**src/rtl/gase_pkg.sv**
```systemverilog
// Shared types and constants of the grid A* search engine.
// Holds command codes, register indexes, controller states, datapath ops and the
// command/status structs that join controller and datapath. No dependencies.
package gase_pkg;

  localparam int CMD_W       = 2;
  localparam int COORD_W     = 6;
  localparam int COLOUR_W    = 2;
  localparam int COST_OUT_W  = 12;
  localparam int COUNT_OUT_W = 13;
  localparam int CFG_IDX_W   = 3;
  localparam int CFG_DATA_W  = 7;
  localparam int EXT_W       = 9;

  localparam int DEF_MAX_COLUMNS = 64;
  localparam int DEF_MAX_ROWS    = 64;

  localparam int WALL_LEFT  = 0;
  localparam int WALL_RIGHT = 1;
  localparam int WALL_UPPER = 2;
  localparam int WALL_LOWER = 3;

  typedef enum logic [CMD_W-1:0] {
    CMD_LOAD  = 2'd0,
    CMD_START = 2'd1,
    CMD_STEP  = 2'd2,
    CMD_QUERY = 2'd3
  } cmd_code_t;

  typedef enum logic [COLOUR_W-1:0] {
    COL_UNREACHED = 2'd0,
    COL_OPEN      = 2'd1,
    COL_CLOSED    = 2'd2
  } colour_t;

  typedef enum logic [CFG_IDX_W-1:0] {
    CFG_GRID_WIDTH  = 3'd0,
    CFG_GRID_HEIGHT = 3'd1,
    CFG_START_X     = 3'd2,
    CFG_START_Y     = 3'd3,
    CFG_GOAL_X      = 3'd4,
    CFG_GOAL_Y      = 3'd5
  } cfg_reg_t;

  typedef enum logic [1:0] {
    DIR_LEFT  = 2'd0,
    DIR_RIGHT = 2'd1,
    DIR_UPPER = 2'd2,
    DIR_LOWER = 2'd3
  } dir_t;

  typedef enum logic [4:0] {
    ST_CLEAR,
    ST_IDLE,
    ST_LOAD,
    ST_QREAD,
    ST_QRES,
    ST_SEED,
    ST_POP0,
    ST_POP1,
    ST_POP2,
    ST_POP3,
    ST_SD0,
    ST_SD1,
    ST_SD2,
    ST_SD3,
    ST_SD_SWB,
    ST_NB0,
    ST_NB1,
    ST_SU0,
    ST_SU1,
    ST_SU_SWA,
    ST_SU_SWB,
    ST_DONE
  } ctl_state_t;

  typedef enum logic [4:0] {
    OP_NONE,
    OP_CAPTURE,
    OP_CLEAR,
    OP_LOAD,
    OP_QREAD,
    OP_QRES,
    OP_SEED,
    OP_POP0,
    OP_POP1,
    OP_POP2,
    OP_POP3,
    OP_SD_READL,
    OP_SD_LEFT,
    OP_SD_RIGHT,
    OP_SWAP_A,
    OP_SWAP_B,
    OP_NB_READ,
    OP_NB_NEXT,
    OP_RELAX,
    OP_SU_READ,
    OP_SU_LATCH,
    OP_FINISH
  } dp_op_t;

  typedef struct packed {
    dp_op_t op;
    logic   in_ready;
  } dp_cmd_t;

  typedef struct packed {
    cmd_code_t in_cmd;
    logic      in_valid;
    logic      cnt_zero;
    logic      clr_last;
    logic      clr_walls;
    logic      l_ok;
    logic      r_ok;
    logic      s_eq_h;
    logic      h_zero;
    logic      su_stop;
    logic      nb_en;
    logic      nb_skip;
    logic      dir_last;
    logic      out_free;
  } dp_status_t;

endpackage

```
**src/rtl/gase_ctrl.sv**
```systemverilog
// Controller of the grid A* search engine: sequences clear, load, query, pop,
// sift and relax steps. Depends on gase_pkg; drives gase_datapath by dp_cmd_t.
module gase_ctrl (
  input  logic                 clk,
  input  logic                 rst_n,
  input  gase_pkg::dp_status_t status,
  output gase_pkg::dp_cmd_t    cmd
);

  gase_pkg::ctl_state_t state_r, state_nxt;

  always_ff @(posedge clk) begin
    if (!rst_n) begin
      state_r <= gase_pkg::ST_CLEAR;
    end else begin
      state_r <= state_nxt;
    end
  end

  always_comb begin
    state_nxt = state_r;
    case (state_r)
      gase_pkg::ST_CLEAR: begin
        if (status.clr_last) begin
          state_nxt = status.clr_walls ? gase_pkg::ST_IDLE : gase_pkg::ST_SEED;
        end
      end
      gase_pkg::ST_IDLE: begin
        if (status.in_valid) begin
          case (status.in_cmd)
            gase_pkg::CMD_LOAD:  state_nxt = gase_pkg::ST_LOAD;
            gase_pkg::CMD_START: state_nxt = gase_pkg::ST_CLEAR;
            gase_pkg::CMD_STEP:  state_nxt = gase_pkg::ST_POP0;
            gase_pkg::CMD_QUERY: state_nxt = gase_pkg::ST_QREAD;
            default:             state_nxt = gase_pkg::ST_IDLE;
          endcase
        end
      end
      gase_pkg::ST_LOAD:  state_nxt = gase_pkg::ST_DONE;
      gase_pkg::ST_QREAD: state_nxt = gase_pkg::ST_QRES;
      gase_pkg::ST_QRES:  state_nxt = gase_pkg::ST_DONE;
      gase_pkg::ST_SEED:  state_nxt = gase_pkg::ST_DONE;
      gase_pkg::ST_POP0: begin
        state_nxt = status.cnt_zero ? gase_pkg::ST_DONE : gase_pkg::ST_POP1;
      end
      gase_pkg::ST_POP1: state_nxt = gase_pkg::ST_POP2;
      gase_pkg::ST_POP2: state_nxt = gase_pkg::ST_POP3;
      gase_pkg::ST_POP3: state_nxt = gase_pkg::ST_SD0;
      gase_pkg::ST_SD0: begin
        state_nxt = status.l_ok ? gase_pkg::ST_SD1 : gase_pkg::ST_NB0;
      end
      gase_pkg::ST_SD1: begin
        state_nxt = status.r_ok ? gase_pkg::ST_SD2 : gase_pkg::ST_SD3;
      end
      gase_pkg::ST_SD2: state_nxt = gase_pkg::ST_SD3;
      gase_pkg::ST_SD3: begin
        state_nxt = status.s_eq_h ? gase_pkg::ST_NB0 : gase_pkg::ST_SD_SWB;
      end
      gase_pkg::ST_SD_SWB: state_nxt = gase_pkg::ST_SD0;
      gase_pkg::ST_NB0: begin
        if (status.nb_en) begin
          state_nxt = gase_pkg::ST_NB1;
        end else begin
          state_nxt = status.dir_last ? gase_pkg::ST_DONE : gase_pkg::ST_NB0;
        end
      end
      gase_pkg::ST_NB1: begin
        if (status.nb_skip) begin
          state_nxt = status.dir_last ? gase_pkg::ST_DONE : gase_pkg::ST_NB0;
        end else begin
          state_nxt = gase_pkg::ST_SU0;
        end
      end
      gase_pkg::ST_SU0: begin
        if (status.h_zero) begin
          state_nxt = status.dir_last ? gase_pkg::ST_DONE : gase_pkg::ST_NB0;
        end else begin
          state_nxt = gase_pkg::ST_SU1;
        end
      end
      gase_pkg::ST_SU1: begin
        if (status.su_stop) begin
          state_nxt = status.dir_last ? gase_pkg::ST_DONE : gase_pkg::ST_NB0;
        end else begin
          state_nxt = gase_pkg::ST_SU_SWA;
        end
      end
      gase_pkg::ST_SU_SWA: state_nxt = gase_pkg::ST_SU_SWB;
      gase_pkg::ST_SU_SWB: state_nxt = gase_pkg::ST_SU0;
      gase_pkg::ST_DONE: begin
        if (status.out_free) begin
          state_nxt = gase_pkg::ST_IDLE;
        end
      end
      default: state_nxt = gase_pkg::ST_IDLE;
    endcase
  end

  always_comb begin
    cmd.op       = gase_pkg::OP_NONE;
    cmd.in_ready = 1'b0;
    case (state_r)
      gase_pkg::ST_CLEAR: cmd.op = gase_pkg::OP_CLEAR;
      gase_pkg::ST_IDLE: begin
        cmd.op       = gase_pkg::OP_CAPTURE;
        cmd.in_ready = 1'b1;
      end
      gase_pkg::ST_LOAD:  cmd.op = gase_pkg::OP_LOAD;
      gase_pkg::ST_QREAD: cmd.op = gase_pkg::OP_QREAD;
      gase_pkg::ST_QRES:  cmd.op = gase_pkg::OP_QRES;
      gase_pkg::ST_SEED:  cmd.op = gase_pkg::OP_SEED;
      gase_pkg::ST_POP0: begin
        cmd.op = status.cnt_zero ? gase_pkg::OP_NONE : gase_pkg::OP_POP0;
      end
      gase_pkg::ST_POP1: cmd.op = gase_pkg::OP_POP1;
      gase_pkg::ST_POP2: cmd.op = gase_pkg::OP_POP2;
      gase_pkg::ST_POP3: cmd.op = gase_pkg::OP_POP3;
      gase_pkg::ST_SD0: begin
        cmd.op = status.l_ok ? gase_pkg::OP_SD_READL : gase_pkg::OP_NONE;
      end
      gase_pkg::ST_SD1: cmd.op = gase_pkg::OP_SD_LEFT;
      gase_pkg::ST_SD2: cmd.op = gase_pkg::OP_SD_RIGHT;
      gase_pkg::ST_SD3: begin
        cmd.op = status.s_eq_h ? gase_pkg::OP_NONE : gase_pkg::OP_SWAP_A;
      end
      gase_pkg::ST_SD_SWB: cmd.op = gase_pkg::OP_SWAP_B;
      gase_pkg::ST_NB0: begin
        cmd.op = status.nb_en ? gase_pkg::OP_NB_READ : gase_pkg::OP_NB_NEXT;
      end
      gase_pkg::ST_NB1: begin
        cmd.op = status.nb_skip ? gase_pkg::OP_NB_NEXT : gase_pkg::OP_RELAX;
      end
      gase_pkg::ST_SU0: begin
        cmd.op = status.h_zero ? gase_pkg::OP_NB_NEXT : gase_pkg::OP_SU_READ;
      end
      gase_pkg::ST_SU1: begin
        cmd.op = status.su_stop ? gase_pkg::OP_NB_NEXT : gase_pkg::OP_SU_LATCH;
      end
      gase_pkg::ST_SU_SWA: cmd.op = gase_pkg::OP_SWAP_A;
      gase_pkg::ST_SU_SWB: cmd.op = gase_pkg::OP_SWAP_B;
      gase_pkg::ST_DONE: begin
        cmd.op = status.out_free ? gase_pkg::OP_FINISH : gase_pkg::OP_NONE;
      end
      default: cmd.op = gase_pkg::OP_NONE;
    endcase
  end

endmodule

```
**config.mk**
```make
export PLATFORM = sky130hd
export DESIGN_NAME = gase_ctrl
export DESIGN_NICKNAME = d
export VERILOG_FILES = /design/src/rtl/gase_pkg.sv /design/src/rtl/gase_ctrl.sv
export SDC_FILE = /design/constraint.sdc
export NUM_CORES = 1
export LEC_CHECK = 0
export BUFFER_PORTS_ARGS = -buffer_cell sky130_fd_sc_hd__buf_2
export CAP_MARGIN = 20
export CORE_MARGIN = 1.5
export CORE_UTILIZATION = 52
export CTS_CLUSTER_SIZE = 24
export DETAILED_ROUTE_END_ITERATION = 6
export GPL_ROUTABILITY_DRIVEN = 0
export MAX_ROUTING_LAYER = met4
export PLACE_DENSITY = 0.81
export SYNTH_ARGS = -nofsm -noshare
export SYNTH_HDL_FRONTEND = slang
export SYNTH_SLANG_ARGS = --single-unit
```
**constraint.sdc**
```tcl
create_clock -name clk -period 1.76 [get_ports clk]
set_input_delay 0.088 -clock clk [delete_from_list [all_inputs] [get_ports clk]]
set_output_delay 0.088 -clock clk [all_outputs]
set_load 0.01 [all_outputs]
```
; ---- Yosys cells after proc, flatten, opt, wreduce, memory -nomap -nowiden
; Cells that the tools add are included.
[word_totals]
reg_bits = 5
out_inout_bits = 6
inputBits = 17
[classes]
muxes = 25
n_eq_ne = 27
reduce_logical = 6
[op_table]
columns = operator, count
row1 = one-hot mux 5 bit (21 select lines), 1
row2 = one-hot mux 5 bit (19 select lines), 1
row3 = 2-to-1 mux 5 bit, 10
row4 = "equality test 5 x 4 -> 1 bit, second input constant", 8
row5 = "equality test 5 bit, second input constant", 6
row6 = "equality test 5 x 3 -> 1 bit, second input constant", 4
row7 = one-hot mux 5 bit (4 select lines), 1
row8 = 2-to-1 mux 3 bit, 4
row9 = "equality test 5 x 2 -> 1 bit, second input constant", 2
row10 = 2-to-1 mux 4 bit, 2
row11 = "inequality test 2 bit, second input constant", 3
row12 = "equality test 5 x 1 -> 1 bit, second input constant", 1
row13 = zero test 5 bit, 1
row14 = "equality test 2 bit, second input constant", 2
row15 = 2-to-1 mux 1 bit, 4
row16 = 2-to-1 mux 2 bit, 2
row17 = OR reduction 2 bit, 2
row18 = AND reduction 3 bit, 1
row19 = OR reduction 3 bit, 1
row20 = "equality test 2 x 1 -> 1 bit, second input constant", 1
row21 = zero test 2 bit, 1

; ---- Depth between registers and ports, before layout
; Gate-level depths: netlist (run 1).
[logic_depth]
word_depth = 4
mapped_depth = 7

; ---- Worst setup path before layout (run 1)
; Ideal clock, no wire load.
[synth_path]
path_kind = reg-to-reg
start = reg state_r[3]
end = reg state_r[2]
period_less_slack_ps = 1552
stages_incl_launch_ff = 6
setup_time_ps = 121
slack_ps = 208
required_time_ps = 1639
arrival_ps = 1431
path_cell_list = dfxtp_1 > buf_6 > or4b_4 > o311a_1 > nand2_1 > o21ai_2
[synth_via]
elab_chain_cells = 3
elab_cells_between_ends = 29
[synth_lines]
columns = element, line_no
row1 = from (decl), gase_ctrl.sv:10  ; gase_pkg::ctl_state_t state_r, state_nxt;
row2 = from (signal assigned), gase_ctrl.sv:14  ; state_r <= gase_pkg::ST_CLEAR;
row3 = from (signal assigned), gase_ctrl.sv:16  ; state_r <= state_nxt;
row4 = "equality test 5 x 3 -> 1 bit, or another cell as far along", gase_ctrl.sv:22  ; case (state_r)
row5 = "OR reduction 3 bit (no source line), or another cell as far along", n/a
row6 = one-hot mux 5 bit (19 select lines) or AND reduction 3 bit (tied branches), n/a
; Parallel ways exist; a longest one is shown, timed or not.
; A chain may end at the register's enable or synchronous reset.

==> results.json, run 1 <==
{
  "status": "complete, no violations",
  "cts_tree": "yes",
  "worstMarginPinSlew_ps": 408.3,
  "vias_per_cell": 7.082,
  "setup_viol": 0,
  "hpwlAfterDp_um": 2475,
  "final_util_pct": 78.01,
  "fin_crit_sh_pct": 97.00,
  "drc_errors": 0,
  "grt.total_usage_pct": 37.23,
  "cts_max_level": 1,
  "async_reset_ff_share_pct": 0,
  "syn_nets": 155,
  "wl_um": 3310,
  "drive_gt1_share_pct": 40.12,
  "start_util_pct": 58.11,
  "synth_ff_type": "dfxtp_1",
  "layout_min_cycle_time_ps": 1707,
  "vias": 1296,
  "max_cap_viol_count": 0,
  "cp-end-kind": "primary output",
  "p_per_area_nw_per_um2": 1588,
  "core_area_um2": 1559,
  "leakage_nw": 0.4760,
  "skew_ps": 5.830,
  "synth_area_per_cell_um2": 6.564,
  "switchingPower_mw": 0.9917,
  "path_class": "register to primary output",
  "clk_path_buf_depth": 2,
  "area_delta_synth_final_pct": 34.25,
  "top_register": "state_r",
  "syn_inst": 138,
  "cts_made_buffers": 3,
  "synth_seq_cells": 5,
  "crit_fanout": 10,
  "wire_per_inst_um": 18.09,
  "min_from": "rst_n",
  "min_path_type": "input pin to register",
  "global_route.overflow_total": 0,
  "switching_share_pct": 51.35,
  "ir_worst_vdd_mv": 1.090,
  "nets": 185,
  "p_seq_share_pct": 16.1,
  "clock_latency_ps": 240,
  "die_h_um": 44.74,
  "synth_top_cell_by_area": "dfxtp_1",
  "clkSinkCount": 5,
  "r2r_start": "state_r[2]",
  "synth-edff-count": 0,
  "grt_max_degree": 17,
  "drt_iter0_markers": 95,
  "rsz0062_at_grt": "true",
  "comb_power_share_pct": 77.1,
  "ant_nets": 0,
  "reg_top3": "state_r (5)",
  "max_freq_mhz": 585.7,
  "synth-seq-area-share_pct": 11.05,
  "io_pins": 23,
  "slew_headroom_pct": 72.68,
  "path_clk_slew_ps": 50,
  "hold_viol": 0,
  "fin_area_um2": 1216,
  "largest_reg_flops": 5,
  "place_area_um2": 1089,
  "n_antenna_cell": 0,
  "grt_first_pass_wirelength_um": 5395,
  "die_area_um2": 2001,
  "grt_pass1_vias": 1152,
  "worst_ep_arrival_time_ps": 1620,
  "yosys_warnings": 0,
  "portBuffers": 22,
  "drv_slew": 0,
  "ys_types": 43,
  "drtPass1Iterations": 4,
  "synth_top_area_share_pct": 11.05,
  "tns_ps": 0,
  "worstSetupStartpoint": "state_r[2]",
  "die_x_um": 44.74,
  "syn_area_um2": 905.9,
  "finalPower_mw": 1.931,
  "synthTopCellsByArea": "dfxtp_1, a21oi_1, o21ai_0, nand2_1, buf_2",
  "antenna_found_initial": 0,
  "clkPwrFrac_pct": 6.8,
  "place_inst": 179,
  "cp.required_ps": 1670,
  "root_buffer": "clkbuf_4",
  "cts_setup_buffers": 0,
  "post_layout_nonfiller_instances": 183,
  "rows": 14,
  "cell_internal_pwr_mw": 0.9396,
  "startpoint_type": "register",
  "cts_hold_buf": 0
}
synthesized netlist by cell type (all sizes together), types with 2 or more instances:
library cell / instances
nor4: 2
a21oi: 12
and3: 3
nand2b: 5
a211oi: 3
o21ai: 13
nand4: 2
o311a: 2
nand2: 14
a31o: 3
a31oi: 4
nor3b: 2
nand3: 2
nand3b: 4
dfxtp: 5
o31ai: 3
nor4b: 2
o21a: 2
inv: 4
buf: 10
o211ai: 5
nor2b: 3
clkbuf: 3
nor2: 11
o22ai: 4
a32oi: 2
stage by stage:
step	setup WS (ps)	hold WS, ps
floorplan	208.2	204.2
global placement	141.7	377.3
detailed placement	68.72	388.5
CTS	12.30	126.8
global route	-25.35	125.8
finish	52.75	137.9
logic make-up after synthesis:
logic type / synth area share, %
flops: 11.05
simple gates: 33.70
mux: 1.243
buf+inv: 9.529
compound gates: 44.48
routing by layer:
layer	up-vias	routed length, um	global-route usage [%]
li1	601	-	-
met1	565	1280	46.96
met2	106	1475	57.10
met3	24	422	9.200
met4	0	132	13.94
met5	-	0	-
placed cells by master (no fill, tap or decap), drive strengths merged, types with 3 or more instances in the layout:
cell type,Yosys,routed
o31ai,3,3
o22ai,4,4
a31oi,4,4
inv,4,3
a211oi,3,3
dfxtp,5,5
a21oi,12,12
nand2,14,14
and3,3,3
buf,10,38
nand2b,5,5
clkbuf,3,4
a31o,3,3
o21ai,13,13
nor2b,3,3
nand3b,4,4
nor2,11,11
o211ai,5,5
what timing repair did:
item                       in CTS  in global routing
resized for setup              10                 21
pin swaps                       0                  1
setup endpoints to repair       5                  4
layout make-up:
type / instances / area [um^2]
Clock buffer: 4 / 26.28
Fill cell: 105 / 342.8
Inverter: 5 / 22.52
Multi-Input combinational cell: 115 / 779.5
Sequential cell: 5 / 118.9
Tap cell: 16 / 20.02
Timing Repair Buffer: 38 / 249.0
power by group through the flow:
stage | clock [mW] | sequential (mW) | combinational, mW
final | 0.131 | 0.311 | 1.49
after global routing | 0.146 | 0.320 | 1.60
after CTS | 0.136 | 0.277 | 1.37
after detailed placement | 0 | 0.262 | 1.34
after global placement | 0 | 0.252 | 1.30
after floorplan | 0 | 0.179 | 0.985
path summary, 6_finish.rpt:
kind,end,slack [ps],depth (start not counted)
max,cmd[1],50,7
min,state_r[4],140,2
max reg2reg,state_r[2],140,6
min reg2reg,state_r[4],770,4
critical path, cell delays in order (launching register included):
cell	delay, ps
dfxtp_4	380
buf_6	150
clkinvlp_4	130
a21oi_1	80
a211oi_1	230
a21oi_1	70
o2111ai_1	170
buf_2	160
Power figures use the tool's default switching activity.
==> run 2: changes to the inputs <==
==> constraint.sdc (replaced) <==
create_clock -name clk -period 1.76 [get_ports clk]
set_input_delay 0.088 -clock clk [delete_from_list [all_inputs] [get_ports clk]]
set_output_delay 0.088 -clock clk [all_outputs]
set_load 0.1 [all_outputs]
==> results.json, run 2 <==
{
  "status": "did not finish",
  "last-stage-reached": "global routing",
  "error_message": "[ERROR DPL-0038] Utilization greater than 100%, impossible to legalize",
  "cts_max_level": 1,
  "async_reset_ff_share_pct": 0,
  "synthTopCellsByArea": "dfxtp_1, a21oi_1, o21ai_0, nand2_1, buf_2",
  "synthTopCellsByCount": "nand2_1, a21oi_1, o21ai_0",
  "syn_nets": 155,
  "synth_area_per_cell_um2": 6.564,
  "worst_endpoint_kind": "top-level output",
  "hpwlAfterDp_um": 2563,
  "place_inst": 179,
  "synth_top_cell_by_area": "dfxtp_1",
  "syn_inst": 138,
  "synth-edff-count": 0,
  "portBuffers": 22,
  "clkSinkCount": 5,
  "synth_ff_type": "dfxtp_1",
  "grt_max_degree": 17,
  "ys_types": 43,
  "clk_path_buf_depth": 2,
  "yosys_warnings": 0,
  "die_x_um": 44.74,
  "synth-seq-area-share_pct": 11.05,
  "grt_repair_worst_endpoint": "cmd[2]",
  "synth_top_area_share_pct": 11.05,
  "rows": 14,
  "yosysMostFrequentCell": "nand2_1",
  "cts_hold_buf": 0,
  "die_h_um": 44.74,
  "synth_seq_cells": 5,
  "io_pins": 23,
  "syn_area_um2": 905.9,
  "root_buffer": "clkbuf_4",
  "start_util_pct": 58.11,
  "cts_made_buffers": 3
}
-- run 2: what timing repair did --
| action | in CTS |
|---|---|
| gates resized for setup | 26 |
| pin swaps | 8 |
| endpoints found under the setup margin | 5 |
| buffers inserted | 5 |
-- run 2: logic make-up after synthesis --
group	count (synthesis)	share of synthesized area (%)
flip-flops	5	11.05
buffers and inverters	18	9.529
multiplexers	1	1.243
AND/OR/NAND/NOR	54	33.70
AO/OA/AOI/OAI	60	44.48
-- run 2: stage by stage --
step                setup TNS, ps  worst slack (ps)  instance area [um^2]  hold slack, ps
detailed placement              0             54.61                  1231           378.1
CTS                        -122.2            -44.92                  1388           129.1
floorplan                   -2098            -651.5                 989.7           196.7
global placement                0             96.11                  1231           369.4
==> run 3: changes to the inputs <==
Settings changed: CORE_AREA set to 2 2 63 65, CORE_MARGIN 1.5 to not set, CORE_UTILIZATION 52 to not set, CTS_CLUSTER_SIZE 24 to not set, DIE_AREA set to 0 0 65 67, MAX_ROUTING_LAYER met4 to not set, PLACE_DENSITY 0.81 to not set, PLACE_DENSITY_LB_ADDON set to 0.15.
==> results.json, run 3 (same netlist as run 1, synthesis figures left out) <==
{
  "status": "finished with violations",
  "violations": "negative setup slack",
  "grt_max_degree": 14,
  "nFillCells": 335,
  "nets": 220,
  "clkSinkCount": 5,
  "wire_per_inst_um": 17.30,
  "switching_share_pct": 52.20,
  "start_util_pct": 25.12,
  "hpwlAfterDp_um": 2828,
  "cell_internal_pwr_mw": 1.788,
  "final_common_cell": "buf_4",
  "switchingPower_mw": 1.953,
  "drt_iter0_markers": 85,
  "cp.required_ps": 1670,
  "area_delta_synth_final_pct": 97.10,
  "setup_viol": 6,
  "fin_crit_sh_pct": 103.4,
  "worst_ep_arrival_time_ps": 1730,
  "startpoint_type": "register",
  "hold_viol": 0,
  "skew_ps": 1.435,
  "path_clk_slew_ps": 30,
  "max_cap_viol_count": 0,
  "p_per_area_nw_per_um2": 2095,
  "rsz0062_at_grt": "true",
  "portBuffers": 22,
  "clock_latency_ps": 220,
  "io_pins": 23,
  "drtPass1Iterations": 4,
  "min_path_type": "input pin to register",
  "global_route.overflow_total": 0,
  "drive_gt1_share_pct": 58.42,
  "preCtsSetupSlack_ps": -15.86,
  "clk_path_buf_depth": 2,
  "max_freq_mhz": 549.4,
  "n_antenna_cell": 0,
  "core_area_um2": 3606,
  "clkPwrFrac_pct": 5.5,
  "die_h_um": 67,
  "top_register": "state_r",
  "drc_errors": 0,
  "leakage_nw": 0.7328,
  "antenna_found_initial": 0,
  "p_seq_share_pct": 8.3,
  "finalPower_mw": 3.740,
  "cts_tree": "yes",
  "grt_pass1_vias": 1369,
  "worst_slack_ps": -60.04,
  "grt_first_pass_wirelength_um": 6161,
  "tns_ps": -147.0,
  "die_area_um2": 4355,
  "vias_per_cell": 5.776,
  "ir_worst_vdd_mv": 0.8173,
  "layout_min_cycle_time_ps": 1820,
  "cts_made_buffers": 3,
  "wl_um": 4324,
  "whs_ps": 151.3,
  "drv_slew": 0,
  "cp-end-kind": "primary output",
  "die_x_um": 65,
  "rows": 22,
  "grt.total_usage_pct": 18.18,
  "worstMarginPinSlew_ps": 357.0,
  "slew_headroom_pct": 76.02,
  "comb_power_share_pct": 86.2,
  "cts_max_level": 1,
  "root_buffer": "clkbuf_8",
  "final_cell_mix": "buf_4, buf_2, nand2_1",
  "reg_top3": "state_r (5)",
  "ant_nets": 0,
  "largest_reg_flops": 5,
  "vias": 1444,
  "crit_fanout": 6,
  "cts_hold_buf": 0,
  "path_class": "register to primary output"
}
-- run 3: through the flow --
step                      utilization, %  std cells  instance area (um^2)
final                              49.51        250                  1785
after global routing               49.51        250                  1785
after CTS                          43.37        240                  1564
after detailed placement           37.20        222                  1341
after global placement             37.20        222                  1341
after floorplan                        -        138                 989.7
-- run 3: path summary, 6_finish.rpt --
kind / start / endpoint / slack (ps) / depth (start not counted)
min: rst_n / state_r[0] / 150 / 3
min reg2reg: state_r[4] / state_r[3] / 760 / 3
max: state_r[2] / cmd[3] / -60 / 6
max reg2reg: state_r[2] / state_r[2] / -20 / 8
-- run 3: power by group through the flow --
stage	combinational (mW)	sequential (mW)	clock [mW]
finish	3.22	0.311	0.206
global route	3.37	0.312	0.221
CTS	2.82	0.282	0.212
detailed placement	2.55	0.279	0
global placement	2.56	0.281	0
floorplan	1.76	0.192	0
-- run 3: what timing repair did --
item	in CTS	in global routing
pin swaps	10	10
endpoints found under the setup margin	5	8
buffers inserted	13	10
cloned	1	0
resized for setup	21	29
-- run 3: metal layers --
metal | GRT usage [%] | wire (um) | part of all wire (%)
met4 | 8.245 | 131 | 3.0
met2 | 32.86 | 2169 | 50
met5 | 0 | 0 | 0
met3 | 3.547 | 343 | 7.9
met1 | 20.50 | 1679 | 39
-- run 3: worst max-delay path: stages (launching register included) --
cell        delay, ps
dfxtp_4           390
buf_8             140
clkinvlp_4        170
nor2_4            140
a32oi_1           110
o211ai_1          280
clkbuf_16         260
-- run 3: cell type report --
type	count	area, um^2	area share (%)
Sequential cell	5	118.9	6.657
Inverter	5	22.52	1.261
Timing Repair Buffer	73	633.1	35.46
Tap cell	48	60.06	3.364
Multi-Input combinational cell	115	905.9	50.74
Clock buffer	4	45.04	2.523
==> run 4: changes to the inputs <==
Settings changed: SETUP_SLACK_MARGIN set to 0.4.
==> results.json, run 4 (same netlist as run 1, synthesis figures left out) <==
{
  "clk_path_buf_depth": 2,
  "switchingPower_mw": 1.988,
  "grt_max_degree": 10,
  "io_pins": 23,
  "reg_top3": "state_r (5)",
  "die_h_um": 67,
  "switching_share_pct": 53.10,
  "core_area_um2": 3606,
  "rsz0062_at_grt": "true",
  "portBuffers": 22,
  "worst_ep_arrival_time_ps": 1720,
  "nFillCells": 341,
  "grt_pass1_vias": 1365,
  "vias_per_cell": 5.869,
  "antenna_found_initial": 0,
  "final_cell_mix": "buf_4, buf_2, nand2_1",
  "max_cap_viol_count": 0,
  "fin_crit_sh_pct": 102.8,
  "area_delta_synth_final_pct": 98.20,
  "min_path_type": "input pin to register",
  "crit_family": "buffers and inverters",
  "crit_buf_inv": 3,
  "drc_errors": 0,
  "max_stage_delay_ps": 380,
  "die_area_um2": 4355,
  "status": "finished with violations",
  "hpwlAfterDp_um": 2827,
  "path_cells": "buf_8 > nor4b_4 > o31ai_4 > buf_4 > o211ai_1 > buf_12",
  "nets": 214,
  "worst_path_max_delay_cell": "dfxtp_4",
  "skew_ps": 5.744,
  "drv_slew": 0,
  "clkPwrFrac_pct": 5.9,
  "worstMarginPinSlew_ps": 468.4,
  "cts_max_level": 1,
  "violations": "negative setup slack",
  "p_per_area_nw_per_um2": 2085,
  "slew_headroom_pct": 68.66,
  "crit_fanout": 8,
  "die_x_um": 65,
  "cp-end-kind": "primary output",
  "top_register": "state_r",
  "regArea_um2": 118.9,
  "hold_viol": 0,
  "drt_iter0_markers": 92,
  "setup_viol": 3,
  "cts_tree": "yes",
  "multi_input_area_um2": 948.4,
  "grt.total_usage_pct": 19.57,
  "cts_hold_buf": 0,
  "global_route.overflow_total": 0,
  "final_common_cell": "buf_4",
  "clkSinkCount": 5,
  "max_freq_mhz": 552.7,
  "drtPass1Iterations": 4,
  "layout_min_cycle_time_ps": 1809,
  "whs_ps": 154.0,
  "largest_reg_flops": 5,
  "path_clk_slew_ps": 40,
  "startpoint_type": "register",
  "cts_made_buffers": 3,
  "preCtsSetupSlack_ps": 71.62,
  "n_antenna_cell": 0,
  "worst_slack_ps": -49.29,
  "wl_um": 4313,
  "cell_internal_pwr_mw": 1.756,
  "clock_latency_ps": 230,
  "grt_first_pass_wirelength_um": 6637,
  "root_buffer": "clkbuf_8",
  "comb_power_share_pct": 86.3,
  "vias": 1432,
  "leakage_nw": 0.7031,
  "ir_worst_vdd_mv": 0.6411,
  "drive_gt1_share_pct": 58.67,
  "wire_per_inst_um": 17.68,
  "start_util_pct": 25.12,
  "ant_nets": 0,
  "p_seq_share_pct": 7.8,
  "rows": 22,
  "path_class": "register to primary output",
  "cp.required_ps": 1670
}
-- run 4: cell count changes in the layout (fill, tap and decap cells not counted), sizes merged --
cell,previous run,this run
clkinv,0,1
clkbuf,6,4
buf,71,67
inv,4,3
-- run 4: power groups by stage --
stage,registers [mW],logic [mW],clock network [mW]
3_3_place_gp,0.263,2.58,0
5_1_grt,0.295,3.37,0.233
2_1_floorplan,0.192,1.76,0
3_5_place_dp,0.261,2.57,0
6_report,0.290,3.23,0.221
4_1_cts,0.282,3.04,0.224
-- run 4: through the flow --
step                      power (mW)  area [um^2]  util (%)  instances  TNS, ps
final                          3.743         1795     49.79        244   -76.74
after global routing           3.894         1795     49.79        244   -216.7
after CTS                      3.547         1704     47.26        238   -2.211
after detailed placement       2.831         1348     37.37        222        0
after global placement         2.847         1348     37.37        222        0
after floorplan                1.954        996.0         -        138    -2098
-- run 4: worst min-delay path: stages --
cell     delay, ps
buf_2          140
nand2_1         70
a31oi_1         40
-- run 4: area by class of cell --
class	instances	share of cell area, %
multi-input combinational	115	52.82
timing repair buffer	67	33.38
sequential	5	6.620
tap	48	3.345
clock buffer	4	2.509
inverter	5	1.324
-- run 4: what timing repair did --
item / 4_1_cts / 5_1_grt
resized for setup: 48 / 10
setup buffers: 12 / 6
setup endpoints to repair: 11 / 11
pin swaps: 16 / 11
-- run 4: final timing paths --
path / start / endpoint / slack [ps] / cells after the start
max: state_r[1] / cmd[2] / -50 / 6
min: rst_n / state_r[0] / 150 / 3
max reg2reg: state_r[1] / state_r[4] / 0 / 8
min reg2reg: state_r[4] / state_r[4] / 740 / 3
-- run 4: metal layers --
metal	track usage [%]	wire length, um	vias up
met5	0	0	-
met4	6.117	113	0
met3	2.703	305	14
met2	33.89	2157	79
met1	24.95	1736	689
li1	-	-	650
